**src/hw/rtl/mdu_pkg.sv**
```systemverilog
// mdu_pkg: shared constants, opcodes and stage control type of the multiply/divide unit
// no dependencies; imported by the interfaces and all mdu modules
package mdu_pkg;

  localparam int DATA_BITS      = 32;
  localparam int OPCODE_BITS    = 2;
  localparam int DEF_WORD_BITS  = 32;

  localparam logic [OPCODE_BITS-1:0] OP_DIV  = 2'd0;
  localparam logic [OPCODE_BITS-1:0] OP_DIVU = 2'd1;
  localparam logic [OPCODE_BITS-1:0] OP_MUL  = 2'd2;
  localparam logic [OPCODE_BITS-1:0] OP_MULU = 2'd3;

  typedef struct packed {
    logic valid;
    logic is_div;
    logic neg_hi;
    logic neg_lo;
    logic dz;
  } ctl_t;

endpackage

```
**src/hw/rtl/mdu_fix.sv**
```systemverilog
// mdu_fix: last stage, sign correction of product, quotient and remainder into the output register
// depends on mdu_pkg
module mdu_fix import mdu_pkg::*; #(
  parameter int WORD_BITS = DEF_WORD_BITS
) (
  input  logic                 clk,
  input  logic                 rst,
  input  logic                 en,
  input  ctl_t                 ctl_in,
  input  logic [WORD_BITS-1:0] hi_in,
  input  logic [WORD_BITS-1:0] lo_in,
  output logic                 valid,
  output logic [DATA_BITS-1:0] hi_word,
  output logic [DATA_BITS-1:0] lo_word,
  output logic                 divide_by_zero
);

  logic [2*WORD_BITS-1:0] prod;
  logic [WORD_BITS-1:0]   quo;
  logic [WORD_BITS-1:0]   rem;
  logic [DATA_BITS-1:0]   hi_next;
  logic [DATA_BITS-1:0]   lo_next;

  always_comb begin
    prod = ctl_in.neg_lo ? (~{hi_in, lo_in} + 1'b1) : {hi_in, lo_in};
    rem  = ctl_in.neg_hi ? (~hi_in + 1'b1) : hi_in;
    if (ctl_in.dz) begin
      quo = '1;
    end else begin
      quo = ctl_in.neg_lo ? (~lo_in + 1'b1) : lo_in;
    end
    hi_next = '0;
    lo_next = '0;
    if (ctl_in.is_div) begin
      hi_next[WORD_BITS-1:0] = rem;
      lo_next[WORD_BITS-1:0] = quo;
    end else begin
      hi_next[WORD_BITS-1:0] = prod[2*WORD_BITS-1:WORD_BITS];
      lo_next[WORD_BITS-1:0] = prod[WORD_BITS-1:0];
    end
  end

  always_ff @(posedge clk) begin
    if (rst) begin
      valid <= 1'b0;
    end else if (en) begin
      valid <= ctl_in.valid;
    end
  end

  always_ff @(posedge clk) begin
    if (en) begin
      hi_word        <= hi_next;
      lo_word        <= lo_next;
      divide_by_zero <= ctl_in.dz;
    end
  end

endmodule

```
**config.mk**
```make
export PLATFORM = sky130hd
export DESIGN_NAME = mdu_fix
export DESIGN_NICKNAME = d
export VERILOG_FILES = /design/src/hw/rtl/mdu_pkg.sv /design/src/hw/rtl/mdu_fix.sv
export SDC_FILE = /design/constraint.sdc
export NUM_CORES = 1
export LEC_CHECK = 0
export ABC_AREA = 0
export BUFFER_PORTS_ARGS = -buffer_cell sky130_fd_sc_hd__buf_2
export CORE_MARGIN = 10
export CORE_UTILIZATION = 39
export DETAILED_ROUTE_END_ITERATION = 8
export GPL_TIMING_DRIVEN = 1
export SYNTH_ARGS = -nofsm -noshare
export SYNTH_HDL_FRONTEND = slang
export SYNTH_SLANG_ARGS = --single-unit
export TNS_END_PERCENT = 10
```
**constraint.sdc**
```tcl
create_clock -name clk -period 2.55 [get_ports clk]
set_clock_uncertainty 0.05 [all_clocks]
set_input_delay 0.1275 -clock clk [delete_from_list [all_inputs] [get_ports clk]]
set_output_delay 0.1275 -clock clk [all_outputs]
set_load 0.02 [all_outputs]
```
Yosys cells after proc, flatten, opt, wreduce, memory -nomap -nowiden. Cells that the tools add are included.

Word-level logic and storage cells: 16. Output and inout bits: 66. Bits in registers: 66.

Mux-type cells: 6. Add/sub/neg operators: 3. Bitwise operators: 3.

Operator list (number): 32-bit 2-to-1 mux (5); 32-bit by 1-bit adder with 32-bit output (second input constant) (2); 64-bit by 1-bit adder with 64-bit output (second input constant) (1); 64-bit 2-to-1 mux (1); 32-bit inverter (2); 64-bit inverter (1).

Longest topological paths before layout.
Word-level depth: 5. Mapped depth: 8. Gate-level depth less buffers: 8.

Worst setup path after synthesis. Ideal clock, no wire load.

Path type: input to register. Start: input port lo_in[19]. End: register hi_word[22], data pin. Data required time: 2.236 ns. Cell stages on the path: 6. Arrival: 1.818 ns. Setup slack: 0.418 ns. Cells stage by stage: or4_1 nor2_1 nand4b_1 o41ai_2 a31oi_1 xor2_1.

Cells in the longest elaborated chain, start to end: 4.

RTL lines: start, declared (line mdu_fix.sv:11) `input logic [WORD_BITS-1:0] lo_in,`; 64-bit inverter (line mdu_fix.sv:25) `prod = ctl_in.neg_lo ? (~{hi_in, lo_in} + 1'b1) : {hi_in, lo_in};`; 64-bit by 1-bit adder with 64-bit output (line mdu_fix.sv:25); 64-bit 2-to-1 mux (line mdu_fix.sv:25); 32-bit 2-to-1 mux (line mdu_fix.sv:34) `if (ctl_in.is_div) begin`; via hi_next[22] (line mdu_fix.sv:21) `logic [DATA_BITS-1:0] hi_next;`; end signal, assigned (line mdu_fix.sv:53) `hi_word <= hi_next;`; end, declared (line mdu_fix.sv:13) `output logic [DATA_BITS-1:0] hi_word,`.

The timed path passes the listed nets, and every way through them passes these cells. A chain may end at the register's enable or synchronous reset.

Final worst setup path.
Start: input port lo_in[0]. End: register hi_word[18], data pin.

The elaborated chain is that of the path after synthesis.

==> run_results.csv <==
group,metric,value,unit
timing,timing.fmax,461,MHz
min_path,min_from,"hi_in[26]",
timing,min_period_over_period,0.851,
synth,syn_avg_cell_area,10.3,sq um
critical_path,cp.arrival,2.20,ns
die,std_cell_rows,36,
routing,wire_per_inst,18.0,microns
clock_tree,clkLatencyLatePin,0.34,ns
critical_path,crit_fanout,4,
clock_tree,htree_num_levels,3,
routing,dr.pass1.iters,4,
timing,setup_viol,0,
min_path,hold_end,"hi_word[26]",
routing,dr_wl_met2,5910,microns
routing,wl_met3,1070,microns
die,core_area,9860,sq um
routing,finalWirelength,12300,microns
routing,vias_per_cell,5.27,
grt,grt_pass1_wl,18700,microns
die,die_x,121,microns
place,port_buffers,137,
critical_path,reg2reg_depth,3,
critical_path,cp_data_required_time,2.58,ns
synth,syn-instance-count,387,
grt,grt_max_degree,39,
pwr,vdd_drop_max,261,uV
critical_path,r2r-start,"valid",
die,start_util,0.405,
routing,first_iter_violations,169,
die,ios,138,
synth,synth_ff_type,"edfxtp_1",
critical_path,r2r_slack,1.37,ns
synth,synth_cell_type_count,54,
routing,met1_length,5050,microns
clock_tree,path_clk_slew,0.07,ns
synth,syn_nets,461,
pwr,leakagePower,2.05,nW
synth,synth_edf_count,65,
timing,rsz0062_at_grt,"false",
clock_tree,cts_buffers,9,
critical_path,start_kind,"input port",
final_layout,nFillCells,940,
grt,grt_util_all_layers,0.161,
critical_path,crit_type,"in -> reg",
critical_path,reg2reg_to,"valid",
final_layout,regArea,1970,sq um
place,finalWeightedCongestion,0.902,
final_layout,layout.cells.most_common,"buf_2",
synth,yosysSeqAreaShare,0.493,
min_path,worstHoldPathType,"in -> reg",
final_layout,nNetsFinal,616,
final_layout,layout_common_cells,"buf_2, edfxtp_1, nand2_1, xor2_1, o21ai_0",
grt,grt_overflow,0,
critical_path,crit_path_end_kind,"flip-flop",
clock_tree,clkSinkCount,66,
synth,yosysWarningCount,0,
timing,hold_viol_final,0,
final_layout,drive_above_1_share,0.342,
synth,synthArstFlopShare,0,
synth,synth-seq-cells,66,
grt,grt_pass1_vias,3630,
clock_tree,cts_tree,"built",
timing,report.final.slew_viol_count,0,
routing,drc,0,
min_path,hold_depth,2,
final_layout,multiInputGateArea,1950,sq um
timing,worst_pin_slew,0.562,ns
timing,fin_tns_setup,0,ns
grt,grt_antenna_before_repair,1,
routing,vias,3588,
final_layout,syn_to_final_growth,28.1,%
routing,final_antenna_net_count,0,
synth,syn_area,4000,sq um
timing,fin_crit,2.17,ns
die,chipHeight,121,microns
die,dieArea,14700,sq um
clock_tree,root_buffer,"clkbuf_8",
place,dp.final_hpwl,9760,microns
pwr,powerDensity,541,nW/um^2
clock_tree,ctsLongestPathBuffers,2,
timing,slew_headroom,0.622,
outcome,status,"finished, final reports clean",
routing,top_layer,"met4",
final_layout,utilization,0.519,
flow_run,maxCapViolations,0,
==> area by class of cell <==
cell class,count,area share
timing repair buffer,159,0.168
inverter,5,0.00366
clock buffer,12,0.0264
sequential,66,0.385
multi-input combinational,301,0.381
antenna,1,0.000489
clock inverter,4,0.00366
tap,133,0.0325
==> metrics by stage <==
stage	setup slack [ns]	area, sq um	power (W)	cells	hold slack (ns)
5_1_grt	0.144	5120	0.00290	681	0.0313
3_3_place_gp	0.0617	4930	0.00206	661	0.235
2_1_floorplan	0.418	4000	0.00176	387	0.150
6_report	0.380	5120	0.00277	681	0.0359
4_1_cts	0.421	5120	0.00280	680	0.0238
3_5_place_dp	0.0600	4930	0.00206	661	0.250
==> per-layer routing <==
metal | up-vias | GRT usage
li1 | 1760 | -
met3 | 17 | 0.0544
met2 | 147 | 0.266
met1 | 1664 | 0.190
met5 | - | 0
met4 | 0 | 0.0611
==> registers in the layout, summed over array words and instances (netlist names) <==
register and count:
hi_word 32, lo_word 32, valid 1, divide_by_zero 1
==> synthesized netlist by cell type, drive strengths merged (3+ instances only) <==
library cell | instances | area share
edfxtp | 65 | 0.49
a21oi | 12 | 0.015
or4 | 11 | 0.023
nand2b | 3 | 0.0047
nand3 | 6 | 0.0088
nand2 | 54 | 0.051
nor2b | 3 | 0.0047
nor4 | 16 | 0.034
or3b | 3 | 0.0066
o31ai | 13 | 0.024
or3 | 12 | 0.022
nor2 | 16 | 0.015
inv | 5 | 0.0047
or2 | 8 | 0.013
xnor2 | 14 | 0.031
o21ai | 29 | 0.037
o41ai | 5 | 0.013
nor3 | 18 | 0.024
xor2 | 45 | 0.099
clkbuf | 14 | 0.013
nand4 | 6 | 0.0094
and3 | 5 | 0.0078
==> worst max path at each step <==
stage                  end  slack (ns)  depth (start not counted)  startpoint
2_1_floorplan  hi_word[22]        0.42                          6   lo_in[19]
3_3_place_gp   hi_word[18]        0.06                          9    lo_in[0]
3_5_place_dp   hi_word[18]        0.06                          9    lo_in[0]
4_1_cts        hi_word[18]        0.42                          9    lo_in[0]
5_1_grt        hi_word[18]        0.14                          9    lo_in[0]
6_report       hi_word[18]        0.38                          9    lo_in[0]
==> worst max-delay path, cell delays in order <==
cell and delay [ns]:
buf_2 0.12, inv_1 0.07, ha_1 0.17, or3b_1 0.44, nor4_4 0.38, nand4_1 0.19, nor2b_1 0.22, o41ai_1 0.36
xnor2_1 0.13
==> cell families (layout without fill, tap and decap cells) <==
group,after synthesis,count (layout),synth area share
XOR/XNOR,59,59,0.129
adder cells (fa/ha/maj),2,2,0.00626
flip-flops,66,66,0.493
multiplexers,2,2,0.00501
other,0,1,0
AO/OA/AOI/OAI,73,73,0.117
AND/OR/NAND/NOR,165,165,0.230
buffers and inverters,20,180,0.0188
==> power by group <==
| group | leakage [nW] | total, W | internal, W | switching (W) |
|---|---|---|---|---|
| Sequential | 0.647 | 0.00137 | 0.00134 | 0.0000276 |
| Combinational | 1.32 | 0.000673 | 0.000236 | 0.000437 |
| Clock | 0.0816 | 0.000730 | 0.000346 | 0.000384 |
| Total | 2.05 | 0.00277 | 0.00192 | 0.000849 |
==> what timing repair did <==
item / CTS / global route
hold endpoints to repair: 2 / 0
resized for setup: 0 / 0
endpoints found under the setup margin: 0 / 0
setup buffers: 0 / 0
hold buffers: 3 / 0
Power figures use the tool's default switching activity.
