--- src/hw/rtl/mdu_pkg.sv ---
// mdu_pkg: shared constants, opcodes and stage control type of the multiply/divide unit
// no dependencies; imported by the interfaces and all mdu modules
package mdu_pkg;

  localparam int DATA_BITS      = 32;
  localparam int OPCODE_BITS    = 2;
  localparam int DEF_WORD_BITS  = 32;

  localparam logic [OPCODE_BITS-1:0] OP_DIV  = 2'd0;
  localparam logic [OPCODE_BITS-1:0] OP_DIVU = 2'd1;
  localparam logic [OPCODE_BITS-1:0] OP_MUL  = 2'd2;
  localparam logic [OPCODE_BITS-1:0] OP_MULU = 2'd3;

  typedef struct packed {
    logic valid;
    logic is_div;
    logic neg_hi;
    logic neg_lo;
    logic dz;
  } ctl_t;

endpackage

--- src/hw/rtl/mdu_prep.sv ---
// mdu_prep: first pipeline stage, operand magnitudes, sign bookkeeping and zero-divisor check
// depends on mdu_pkg
module mdu_prep import mdu_pkg::*; #(
  parameter int WORD_BITS = DEF_WORD_BITS
) (
  input  logic                   clk,
  input  logic                   rst,
  input  logic                   en,
  input  logic                   in_valid,
  input  logic [OPCODE_BITS-1:0] opcode,
  input  logic [WORD_BITS-1:0]   a,
  input  logic [WORD_BITS-1:0]   b,
  output ctl_t                   ctl,
  output logic [WORD_BITS-1:0]   hi,
  output logic [WORD_BITS-1:0]   lo,
  output logic [WORD_BITS-1:0]   m
);

  ctl_t                 ctl_next;
  logic [WORD_BITS-1:0] lo_next;
  logic [WORD_BITS-1:0] m_next;
  logic                 is_signed;
  logic                 sa;
  logic                 sb;
  logic [WORD_BITS-1:0] mag_a;
  logic [WORD_BITS-1:0] mag_b;

  always_comb begin
    is_signed       = (opcode == OP_DIV) || (opcode == OP_MUL);
    ctl_next.valid  = in_valid;
    ctl_next.is_div = (opcode == OP_DIV) || (opcode == OP_DIVU);
    sa              = is_signed & a[WORD_BITS-1];
    sb              = is_signed & b[WORD_BITS-1];
    mag_a           = sa ? (~a + 1'b1) : a;
    mag_b           = sb ? (~b + 1'b1) : b;
    ctl_next.dz     = ctl_next.is_div & (b == '0);
    // divide: remainder follows dividend, quotient left alone on zero divisor
    ctl_next.neg_hi = ctl_next.is_div ? sa : (sa ^ sb);
    ctl_next.neg_lo = (sa ^ sb) & ~ctl_next.dz;
    lo_next         = ctl_next.is_div ? mag_a : mag_b;
    m_next          = ctl_next.is_div ? mag_b : mag_a;
  end

  always_ff @(posedge clk) begin
    if (rst) begin
      ctl <= '0;
    end else if (en) begin
      ctl <= ctl_next;
    end
  end

  always_ff @(posedge clk) begin
    if (en) begin
      hi <= '0;
      lo <= lo_next;
      m  <= m_next;
    end
  end

endmodule

--- config.mk ---
export PLATFORM = sky130hd
export DESIGN_NAME = mdu_prep
export DESIGN_NICKNAME = d
export VERILOG_FILES = /design/src/hw/rtl/mdu_pkg.sv /design/src/hw/rtl/mdu_prep.sv
export SDC_FILE = /design/constraint.sdc
export NUM_CORES = 1
export LEC_CHECK = 0
export ABC_AREA = 0
export BUFFER_PORTS_ARGS = -buffer_cell sky130_fd_sc_hd__buf_2
export CAP_MARGIN = 20
export CORE_MARGIN = 1
export CORE_UTILIZATION = 43
export DETAILED_ROUTE_END_ITERATION = 7
export PLACE_DENSITY = 0.71
export SETUP_SLACK_MARGIN = 0.05
export SLEW_MARGIN = 20
export SYNTH_ARGS = -nofsm -noshare
export SYNTH_HDL_FRONTEND = slang
export SYNTH_SLANG_ARGS = --single-unit
--- constraint.sdc ---
create_clock -name clk -period 3 [get_ports clk]
set_clock_uncertainty 0.15 [all_clocks]
set_input_delay 0.45 -clock clk [delete_from_list [all_inputs] [get_ports clk]]
set_output_delay 0.45 -clock clk [all_outputs]
set_load 0.02 [all_outputs]
=== Word level (Yosys, flattened, before mapping) ===
Index checks and enable logic that the tools add are counted.

* Bits in registers: 69
* Bits in latches: 0
* Memory bits (writable): 0
* Memory bits (read-only): 0
* Bits of input ports: 70
* Output and inout bits: 101
* Word-level logic and storage cells: 28
* Memories kept: 0

* $add $sub $neg: 2
* Multiply operators: 0
* Div/mod/pow operators: 0
* $lt $le $gt $ge: 0
* Equality and inequality tests: 2
* Shift-type cells: 0
* Multiplexer cells: 5
* Bitwise logic cells: 8
* Reduce and logical (&&, ||, !) cells: 4

{| class="wikitable"
|+ Operator list
! operator !! number
|-
| $mux 32 || 4
|-
| $add 32x1->32 const B || 2
|-
| $not 32->32 || 2
|-
| $logic_not 32->1 || 1
|-
| $and 1x1->1 || 4
|-
| $eq 2x1->1 const B || 1
|-
| $eq 2x2->1 const B || 1
|-
| $logic_not 2->1 || 1
|-
| $logic_or 1x1->1 || 2
|-
| $mux 1 || 1
|-
| $not 1->1 || 1
|-
| $xor 1x1->1 || 1
|}

=== Longest topological paths before layout ===
* Depth in word-level cells: 5
* Mapped depth: 8
* Depth with buffers taken out: 7

=== Worst setup path before layout ===
OpenSTA, ideal clock, no wires.

* Path kind: in2reg
* Start point: input b[0]
* End point: register lo[18], data pin
* Library setup time: 0.279 ns
* Arrival time: 1.858 ns
* Data required time: 2.571 ns
* Slack: 0.714 ns
* Stages on the path: 7
* Buffers on the path: 0
* Path through: inv_1 ha_1 nor3b_1 nand4_1 o31ai_1 xor2_1 mux2i_1

* Cells in the longest elaborated chain, start to end: 4

{| class="wikitable"
|+ RTL lines
! item !! RTL line !! text
|-
| start: declaration || mdu_prep.sv:12 || <nowiki>input logic [WORD_BITS-1:0] b,</nowiki>
|-
| $not 32->32 || mdu_prep.sv:35 || <nowiki>mag_b = sb ? (~b + 1'b1) : b;</nowiki>
|-
| $add 32x1->32 || mdu_prep.sv:35 ||
|-
| $mux 32 || mdu_prep.sv:35 ||
|-
| $mux 32 || mdu_prep.sv:40 || <nowiki>lo_next = ctl_next.is_div ? mag_a : mag_b;</nowiki>
|-
| named net lo_next[18] || mdu_prep.sv:20 || <nowiki>logic [WORD_BITS-1:0] lo_next;</nowiki>
|-
| end signal: assignment || mdu_prep.sv:55 || <nowiki>lo <= lo_next;</nowiki>
|-
| end: declaration || mdu_prep.sv:15 || <nowiki>output logic [WORD_BITS-1:0] lo,</nowiki>
|}

The timed path passes the listed nets, and every way through them passes these cells.
A chain may end at the register's enable or synchronous reset.

=== Worst setup path after layout ===
* Start point: input a[0]
* End point: register lo[16], data pin

* Cells in the longest elaborated chain, start to end: 4

{| class="wikitable"
|+ RTL lines
! item !! RTL line !! text
|-
| start: declaration || mdu_prep.sv:11 || <nowiki>input logic [WORD_BITS-1:0] a,</nowiki>
|-
| $not 32->32 || mdu_prep.sv:34 || <nowiki>mag_a = sa ? (~a + 1'b1) : a;</nowiki>
|-
| $add 32x1->32 || mdu_prep.sv:34 ||
|-
| $mux 32 || mdu_prep.sv:34 ||
|-
| $mux 32 || mdu_prep.sv:40 ||
|-
| named net lo_next[16] || mdu_prep.sv:20 ||
|}

The timed path passes the listed nets, and every way through them passes these cells.

==> impl_results.md <==
- Most common cell after layout, fill and taps aside: buf_2
- CTS sink count: 69
- Min-delay worst type: input port to flop
- CTS tree: done
- Layout net count: roughly 620
- CP delay by family, top: simple AND/OR/NAND/NOR gates
- Tightest Pin Transition: about 0.6 ns
- Synth Register Bits: slightly below 70
- Die X: between 100 and 150 um
- CP endpoint: lo[16]
- Post-Syn Area: around 4600 sq um
- Post-synthesis async set-or-reset flop share: 0%
- Via count: between 3,000 and 4,000
- Via/cell ratio: between 5 and 6
- Layout cells sized above 1: around a third
- Max VDD drop: roughly 0.00026 V
- GRT Residual Overflow: 0
- IO Count: about 170
- Reg2Reg Capture Point: ctl[3]
- Area of the core: around 10,000 sq um
- Data arrival, critical path: about 2.3 ns
- Vias in the first global route: roughly 3,600
- Slew Viols, Final: 0
- Worst R2R Path Depth: 2
- Final Power: roughly 2.8 mW
- Worst EP required: approximately 2.9 ns
- Drt drc: 0
- Clock Latency Late Sink: around 0.34 ns
- Remaining antenna violation count: 0
- Main flop type after synthesis: edfxtp_1
- Synth unique cells: slightly below 50
- CP Depth: 8
- Maximum clock rate: 430 MHz
- Crit path largest cell delay: between 0.4 and 0.5 ns
- Reg2reg setup slack: between 2 and 2.5 ns
- Area grow syn2layout: 21.3%
- EDFF count, synth: 64
- RePlAce Congestion: roughly 0.84
- Total CTS buffers: 9
- RSZ-0062 raised after global routing: no
- Yosys warnings: 0
- Dpl hpwl: between 8000 and 9000 um
- Crit-path slowest cell: nor3b_2
- Crit-path max FO: 7
- Initial core utilization: 44.4%
- Avg Inst Size Synth: roughly 11 sq um
- Root Driver: clkbuf_8
- Register area share after synthesis: between 40% and 50%
- Global-route wire length before repair: 17,700 um
- Final Routed Wirelength: around 11,000 um
- Final Hold Vio Count: 0
- Cells after synthesis: around 410
- Bufs and invs on worst path: 2
- PD cells: around 500 nW/um^2
- # resized after CTS: 0
- Clock buffer depth: 2
- Die ar.: 11,100 sq um
- Post-CTS Setup Inserts: 0
- Pleak: between 2 and 2.5 nW
- Die Y-Extent: between 100 and 150 um
- Commonest cells after routing, fill and taps aside: 137 x buf_2, 64 x edfxtp_1, 63 x mux2i_1
- Hold_ws: around 0.17 ns
- Total iterations of the first detailed-routing run: 4
- Num rows: 37
- H-tree depth: 3
- DR WL/cell: about 16 um
- Drt initial violations: 186
- Worst Setup Start Kind: input port
- Status: finished clean
- Max cap viols: 0
- Port bufs: approximately 140
- Final setup violation count: 0
- Reg2reg start: ctl[3]
- Crit Path Class: input port to flop
- Final setup TNS: 0 ns
- CTS clock-pin slew for the worst setup and hold paths: 0.07 ns
- Tmin final: between 2 and 2.5 ns
- Critical Path Source: a[0]
- Largest net degree at the start of global routing: between 40 and 50
- Critical path, cell by cell: buf_2, inv_1, ha_1, nor3b_2, nand4_1, o21ai_0, xor2_1, mux2i_1
- Post-CTS Hold Buffers: 0
- Initial antenna violation count: 1
- Fin crit share: between 70 and 80%
- Worst setup EP type: flop
- GRT Total Usage: around a fifth
- Worst slew margin: between 60% and 70%
- Hold Path Cell Cnt: 2
==> flip-flops by register name (all words and copies together), names as in the netlist <==
register and flops:
m 32, lo 32, ctl 5
==> cell families after synthesis <==
| family | count (synthesis) | share of synthesized area (%) |
|---|---|---|
| flops | 69 | 44.1 |
| mux | 63 | 13.8 |
| buf+inv | 62 | 7.78 |
| xor+xnor | 60 | 11.5 |
| simple gates | 94 | 13.4 |
| fa+ha+maj | 2 | 0.546 |
| other cells | 1 | 0.0818 |
| compound gates | 61 | 8.92 |
==> cell usage after synthesis, types with 5 or more instances <==
cell type,n,area [sq um]
dfxtp_1,5,100
nand2_1,11,41.3
o21ai_0,11,55.1
xor2_1,24,210
clkbuf_1,12,45.0
mux2i_1,63,631
a31oi_1,12,75.1
nor2_1,26,97.6
inv_1,12,45.0
nand4_1,6,37.5
nor3_1,13,65.1
a21oi_1,18,90.1
o31ai_1,8,60.1
edfxtp_1,64,1920
buf_4,32,240
xnor2_1,36,315
==> where the power goes <==
group	internal (mW)	switching [mW]
sequential	1.18	0.0270
clock	0.549	0.346
combinational	0.238	0.444
total	1.97	0.816
==> worst min path at each step <==
stage / startpoint / to / slack (ns)
global route: rst / ctl[4] / 0.18
global placement: ctl[3] / ctl[3] / 0.32
floorplan: rst / ctl[1] / 0.37
detailed placement: ctl[1] / ctl[1] / 0.32
CTS: rst / ctl[2] / 0.16
finish: rst / ctl[1] / 0.17
==> area by class of cell <==
| class | count | area, sq um |
|---|---|---|
| diodes | 1 | 2.50 |
| clock inverters | 5 | 98.8 |
| multi-input cells | 312 | 2320 |
| inverters | 12 | 45.0 |
| flip-flops and latches | 69 | 2020 |
| repair buffers | 148 | 768 |
| well taps | 136 | 170 |
| fillers | 918 | 4760 |
| clock buffers | 11 | 131 |
==> metrics by stage <==
stage          instances  setup WS, ns  instance area, sq um  util [%]
5_1_grt              694         0.496                  5560      53.9
6_report             694         0.674                  5560      53.9
4_1_cts              693         0.680                  5560      53.8
3_3_place_gp         677         0.435                  5330      51.6
2_1_floorplan        443         0.714                  4700         -
3_5_place_dp         677         0.329                  5330      51.6
==> routing by layer <==
metal	vias to the layer above	track usage, %	share of wire (%)
met2	143	35.0	49
li1	1743	-	-
met1	1711	24.7	41
met3	21	5.44	7.0
met4	0	10.7	2.6
met5	-	0	0
Note: power is estimated with default switching activity, not from simulation.
