--- src/hw/rtl/mdu_pkg.sv ---
// mdu_pkg: shared constants, opcodes and stage control type of the multiply/divide unit
// no dependencies; imported by the interfaces and all mdu modules
package mdu_pkg;

  localparam int DATA_BITS      = 32;
  localparam int OPCODE_BITS    = 2;
  localparam int DEF_WORD_BITS  = 32;

  localparam logic [OPCODE_BITS-1:0] OP_DIV  = 2'd0;
  localparam logic [OPCODE_BITS-1:0] OP_DIVU = 2'd1;
  localparam logic [OPCODE_BITS-1:0] OP_MUL  = 2'd2;
  localparam logic [OPCODE_BITS-1:0] OP_MULU = 2'd3;

  typedef struct packed {
    logic valid;
    logic is_div;
    logic neg_hi;
    logic neg_lo;
    logic dz;
  } ctl_t;

endpackage

--- src/hw/rtl/mdu_step.sv ---
// mdu_step: one bit step, shift-add for multiply or restoring subtract for divide
// depends on mdu_pkg
module mdu_step import mdu_pkg::*; #(
  parameter int WORD_BITS = DEF_WORD_BITS
) (
  input  logic                 clk,
  input  logic                 rst,
  input  logic                 en,
  input  ctl_t                 ctl_in,
  input  logic [WORD_BITS-1:0] hi_in,
  input  logic [WORD_BITS-1:0] lo_in,
  input  logic [WORD_BITS-1:0] m_in,
  output ctl_t                 ctl,
  output logic [WORD_BITS-1:0] hi,
  output logic [WORD_BITS-1:0] lo,
  output logic [WORD_BITS-1:0] m
);

  logic [WORD_BITS:0]   sum;
  logic [WORD_BITS:0]   shifted;
  logic [WORD_BITS:0]   diff;
  logic                 ge;
  logic [WORD_BITS-1:0] hi_next;
  logic [WORD_BITS-1:0] lo_next;

  always_comb begin
    // multiply: add multiplicand on low bit, shift right
    sum     = {1'b0, hi_in} + (lo_in[0] ? {1'b0, m_in} : '0);
    // divide: shift in next dividend bit, trial subtract
    shifted = {hi_in, lo_in[WORD_BITS-1]};
    diff    = shifted - {1'b0, m_in};
    ge      = ~diff[WORD_BITS];
    if (ctl_in.is_div) begin
      hi_next = ge ? diff[WORD_BITS-1:0] : shifted[WORD_BITS-1:0];
      lo_next = {lo_in[WORD_BITS-2:0], ge};
    end else begin
      hi_next = sum[WORD_BITS:1];
      lo_next = {sum[0], lo_in[WORD_BITS-1:1]};
    end
  end

  always_ff @(posedge clk) begin
    if (rst) begin
      ctl <= '0;
    end else if (en) begin
      ctl <= ctl_in;
    end
  end

  always_ff @(posedge clk) begin
    if (en) begin
      hi <= hi_next;
      lo <= lo_next;
      m  <= m_in;
    end
  end

endmodule

--- config.mk ---
export PLATFORM = sky130hd
export DESIGN_NAME = mdu_step
export DESIGN_NICKNAME = d
export VERILOG_FILES = /design/src/hw/rtl/mdu_pkg.sv /design/src/hw/rtl/mdu_step.sv
export SDC_FILE = /design/constraint.sdc
export NUM_CORES = 1
export LEC_CHECK = 0
export ABC_AREA = 1
export BUFFER_PORTS_ARGS = -buffer_cell sky130_fd_sc_hd__buf_2
export CORE_MARGIN = 4
export CORE_UTILIZATION = 56
export DETAILED_ROUTE_END_ITERATION = 16
export GPL_TIMING_DRIVEN = 0
export PLACE_DENSITY = 0.78
export SLEW_MARGIN = 20
export SYNTH_ARGS = -nofsm -noshare
export SYNTH_HDL_FRONTEND = slang
export SYNTH_SLANG_ARGS = --single-unit
--- constraint.sdc ---
create_clock -name clk -period 3.1 [get_ports clk]
set_input_delay 0.465 -clock clk [delete_from_list [all_inputs] [get_ports clk]]
set_output_delay 0.465 -clock clk [all_outputs]
set_load 0.02 [all_outputs]
Word level (Yosys, flattened, before mapping)
Cells that the tools add are included.
Widths: inputs -> output; s select.
{"block": "classes", "add_sub_neg": 2, "muxes": 4, "n_bitwise": 1}
{"operator": "$mux 32", "count": 4}
{"operator": "$add 32x32->33", "count": 1}
{"operator": "$sub 33x32->33", "count": 1}
{"operator": "$not 1->1", "count": 1}
{"block": "totals", "reg_bits": 101, "out_inout_bits": 101, "word_cells": 15}

Depth between registers and ports, before layout
{"block": "depth", "word_depth": 3, "ltp_mapped": 18, "ltp_nobuf": 17}

Worst setup path before layout
OpenSTA, ideal clock, no wires.
{"block": "synth_timing", "path_kind": "input to register", "from": "input lo_in[0]", "to": "register hi[11] (data pin)", "setup_ns": 0.253, "t_arrival_ns": 2.341, "required_time_ns": 2.847, "slack_ns": 0.506, "path_stages": 16, "path_buffers": 2, "path_cell_list": "clkbuf_1 > clkbuf_1 > nand2_1 > inv_1 > fa_1 > nand2_1 > nand2_1 > o21ai_0 > inv_1 > nand2_1 > nand2_1 > nand2_1 > nand2_1 > or2_2 > nand3_1 > nand2_1"}
{"block": "synth_via", "elab_chain_cells": 3}
{"element": "start, declared", "line_no": "mdu_step.sv:11", "source": "input logic [WORD_BITS-1:0] lo_in,"}
{"element": "$mux 32", "line_no": "mdu_step.sv:28", "source": "sum = {1'b0, hi_in} + (lo_in[0] ? {1'b0, m_in} : '0);"}
{"element": "$add 32x32->33", "line_no": "mdu_step.sv:28"}
{"element": "$mux 32", "line_no": "mdu_step.sv:33", "source": "if (ctl_in.is_div) begin"}
{"element": "net hi_next[11]", "line_no": "mdu_step.sv:23", "source": "logic [WORD_BITS-1:0] hi_next;"}
{"element": "end signal, assigned", "line_no": "mdu_step.sv:52", "source": "hi <= hi_next;"}
{"element": "end, declared", "line_no": "mdu_step.sv:14", "source": "output logic [WORD_BITS-1:0] hi,"}
The timed path passes the listed nets, and every way through them passes these cells.
A chain may end at the register's enable or synchronous reset.

Worst setup path in the final report
{"block": "layout_timing", "from": "input lo_in[31]", "to": "register hi[26] (data pin)"}
{"block": "layout_via", "elab_chain_cells": 3}
{"element": "$sub 33x32->33", "line_no": "mdu_step.sv:31", "source": "diff = shifted - {1'b0, m_in};"}
{"element": "$mux 32", "line_no": "mdu_step.sv:34", "source": "hi_next = ge ? diff[WORD_BITS-1:0] : shifted[WORD_BITS-1:0];"}
{"element": "$mux 32", "line_no": "mdu_step.sv:33"}
{"element": "net hi_next[26]", "line_no": "mdu_step.sv:23"}
The timed path passes the listed nets, and every way through them passes these cells.

==> flow_metrics.py <==
metrics = {
    "hold_path": {
        "worstHoldEndpoint": "m[27]$_DFFE_PP_",
        "whs_path_depth": 1,
        "worstHoldPathType": "primary input to flop",
        "hold_start": "m_in[27]",
    },
    "die": {
        "die_h_um": 136,
        "die_w_um": 136,
        "core_um2": 16000,
        "floorplan.rows": 46,
        "die_area_um2": 18600,
        "start_util_pct": 57.7,
        "io_pins": 205,
    },
    "global_routing": {
        "grt_max_degree": 76,
        "grt_antenna_before_repair": 1,
        "grt_pass1_vias": 8981,
        "grt_first_pass_wirelength_um": 46200,
        "grt.overflow.total": 0,
        "grt_usage_pct": 32.6,
    },
    "job": {
        "drv.max_cap_violation_count": 0,
    },
    "setup_path": {
        "crit_arrival_ns": 2.91,
        "reg2reg_slack_ns": 2.44,
        "crit_path_max_fanout": 10,
        "worstReg2RegStart": "ctl[3]$_SDFFE_PP0P_",
        "start_kind": "primary input",
        "required_ns": 3.22,
        "cp-end-kind": "flop",
        "reg2regPathDepth": 2,
        "path_class": "primary input to flop",
        "r2r_end": "ctl[3]$_SDFFE_PP0P_",
    },
    "synthesis": {
        "synth_area_per_cell_um2": 6.56,
        "syn-cell-area_um2": 9230,
        "yosys_most_used_dff": "edfxtp_1",
        "synth_seq_cells": 101,
        "synth_nets": 1577,
        "synthDistinctLibCells": 37,
        "synth_edf_count": 96,
        "syn_inst": 1407,
        "yosys_warnings": 0,
        "seq_area_frac_synth_pct": 32.3,
        "async_reset_ff_share_pct": 0,
    },
    "pwr": {
        "p_leak_uw": 0.00607,
        "irDropWorstVdd_uv": 272,
        "p_total_uw": 4510,
        "p_per_area_nw_per_um2": 416,
    },
    "detailed_routing": {
        "first_iter_violations": 854,
        "drc": 0,
        "detail_route.wl_per_cell_um": 16.4,
        "dr.pass1.iters": 6,
        "drtAntennaViolNets": 0,
        "vias": 9762,
        "via_per_inst": 5.30,
        "routed_wl_um": 30200,
    },
    "cts": {
        "cts_setup_buffers": 0,
        "clockBufferDepth": 2,
        "clock_latency_ns": 0.36,
        "htree_levels": 3,
        "cts_buffers": 9,
        "cts-root-buf": "clkbuf_16",
        "cts_tree": "yes",
        "clkTransAtPathRegs_ns": 0.09,
        "cts.sinks": 101,
    },
    "placement": {
        "placed_area_um2": 10600,
        "gp_congestion": 1.04,
        "port-buffer-count": 203,
        "dp_hpwl_um": 25200,
    },
    "timing": {
        "rsz0062_at_grt": "false",
        "min_period_ns": 2.78,
        "fmax_mhz": 359,
        "final.setup.tns_ns": 0,
        "fin_crit_sh_pct": 89.8,
        "skew_ns": 0,
        "final_max_slew_viol_count": 0,
        "maxSlewHeadroom_pct": 45.1,
        "hold_viol": 0,
        "worst_slew_pin_slew_ns": 0.824,
        "finalSetupViolations": 0,
    },
    "final_layout": {
        "diodes": 0,
        "syn_to_final_growth_pct": 17.4,
        "nNetsFinal": 1792,
        "layout-drive-gt1-share_pct": 16.1,
        "final_cell_area_um2": 10800,
    },
    "run_status": {
        "outcome": "finished clean",
    },
}
==> Yosys cell counts (all sizes together), types with 2 or more instances <==
cell | number | area share [%]
nand3b | 17 | 1.4
nand4 | 19 | 1.3
ha | 64 | 8.7
fa | 2 | 0.43
a21oi | 66 | 3.7
clkbuf | 13 | 0.53
o21bai | 5 | 0.41
and2 | 3 | 0.20
edfxtp | 96 | 31
o21ai | 56 | 3.0
xnor2 | 9 | 0.85
a21o | 3 | 0.24
nor2 | 95 | 3.9
nor4 | 2 | 0.14
nand3 | 128 | 7.1
nor3 | 6 | 0.33
or2 | 7 | 0.47
o21a | 7 | 0.57
a211oi | 2 | 0.16
xor2 | 9 | 0.85
nand2 | 526 | 22
buf | 10 | 0.69
inv | 254 | 10
dfxtp | 5 | 1.1
==> critical path: stages <==
cell     delay, ns
buf_2         0.08
inv_1         0.06
ha_1          0.29
fa_1          0.42
inv_1         0.14
nand2_1       0.06
nand2_1       0.10
nand3_1       0.09
nand2_2       0.12
nand2_2       0.06
nand2_2       0.10
nand2_4       0.08
nand2_4       0.09
nand2_4       0.10
nand2_4       0.18
buf_6         0.16
nand2_1       0.06
nand3_1       0.14
nand2_1       0.08
==> repair_timing <==
action / 4_1_cts / 5_1_grt
hold buffers: 0 / 0
endpoints found under the setup margin: 0 / 7
resized for setup: 0 / 5
==> report_power, final <==
group	switching, uW	total [uW]	internal, uW
logic	1130	1680	549
registers	29.0	1690	1660
clock network	575	1140	564
==> final cells by class <==
| type | count | area, um2 |
|---|---|---|
| inverters | 254 | 953 |
| flip-flops and latches | 101 | 2980 |
| clock inverters | 6 | 56.3 |
| multi-input cells | 1029 | 5180 |
| clock buffers | 10 | 229 |
| plain buffers | 23 | 115 |
| fillers | 1521 | 5160 |
| well taps | 216 | 270 |
| repair buffers | 204 | 1050 |
==> routing by layer <==
layer	up-vias	GRT usage (%)	wire length [um]
li1	4917	-	-
met1	4322	44.4	12800
met5	-	0	7
met2	461	53.1	13600
met4	2	10.0	892
met3	60	5.33	2840
==> state kept, by name, summed over array words and instances (netlist names) <==
| signal | cells |
|---|---|
| hi | 32 |
| lo | 32 |
| m | 32 |
| ctl | 5 |
==> through the flow <==
step	hold WS [ns]	std cells	utilization [%]	setup slack, ns
2_1_floorplan	0.530	1407	-	0.506
4_1_cts	0.293	1843	67.7	0.110
6_report	0.302	1843	67.8	0.317
5_1_grt	0.295	1843	67.8	0.198
3_5_place_dp	0.459	1827	66.0	-0.280
3_3_place_gp	0.447	1826	65.7	-0.245
==> worst max-delay path by stage <==
stage	end	slack, ns	startpoint
floorplan	hi[11]$_DFFE_PP_	0.51	lo_in[0]
global placement	hi[13]$_DFFE_PP_	-0.25	lo_in[0]
detailed placement	hi[29]$_DFFE_PP_	-0.28	lo_in[0]
CTS	hi[28]$_DFFE_PP_	0.11	lo_in[0]
global route	hi[13]$_DFFE_PP_	0.20	lo_in[0]
finish	hi[26]$_DFFE_PP_	0.32	lo_in[31]
==> cells by family (layout without fill, tap and decap cells) <==
logic type	after synthesis	after routing	synth area share [%]
AO/OA/AOI/OAI	141	141	8.28
flip-flops	101	101	32.3
adder cells (fa/ha/maj)	66	66	9.11
XOR/XNOR	18	18	1.71
AND/OR/NAND/NOR	804	804	37.1
buffers and inverters	277	497	11.5
==> layout by cell type, fill, tap and decap left out, drive strengths merged <==
cell / netlist / final
nand2: 526 / 526
inv: 254 / 257
buf: 10 / 214
nand3: 128 / 128
edfxtp: 96 / 96
nor2: 95 / 95
a21oi: 66 / 66
ha: 64 / 64
o21ai: 56 / 56
clkbuf: 13 / 23
nand4: 19 / 19
nand3b: 17 / 17
xnor2: 9 / 9
xor2: 9 / 9
o21a: 7 / 7
or2: 7 / 7
nor3: 6 / 6
o21bai: 5 / 5
dfxtp: 5 / 5
and2: 3 / 3
a21o: 3 / 3
a211oi: 2 / 2
nor4: 2 / 2
fa: 2 / 2
clkinv: 0 / 2
a21boi: 1 / 1
o211ai: 1 / 1
and3: 1 / 1
clkinvlp: 0 / 1
No activity file was read; power rests on OpenSTA's default activity.
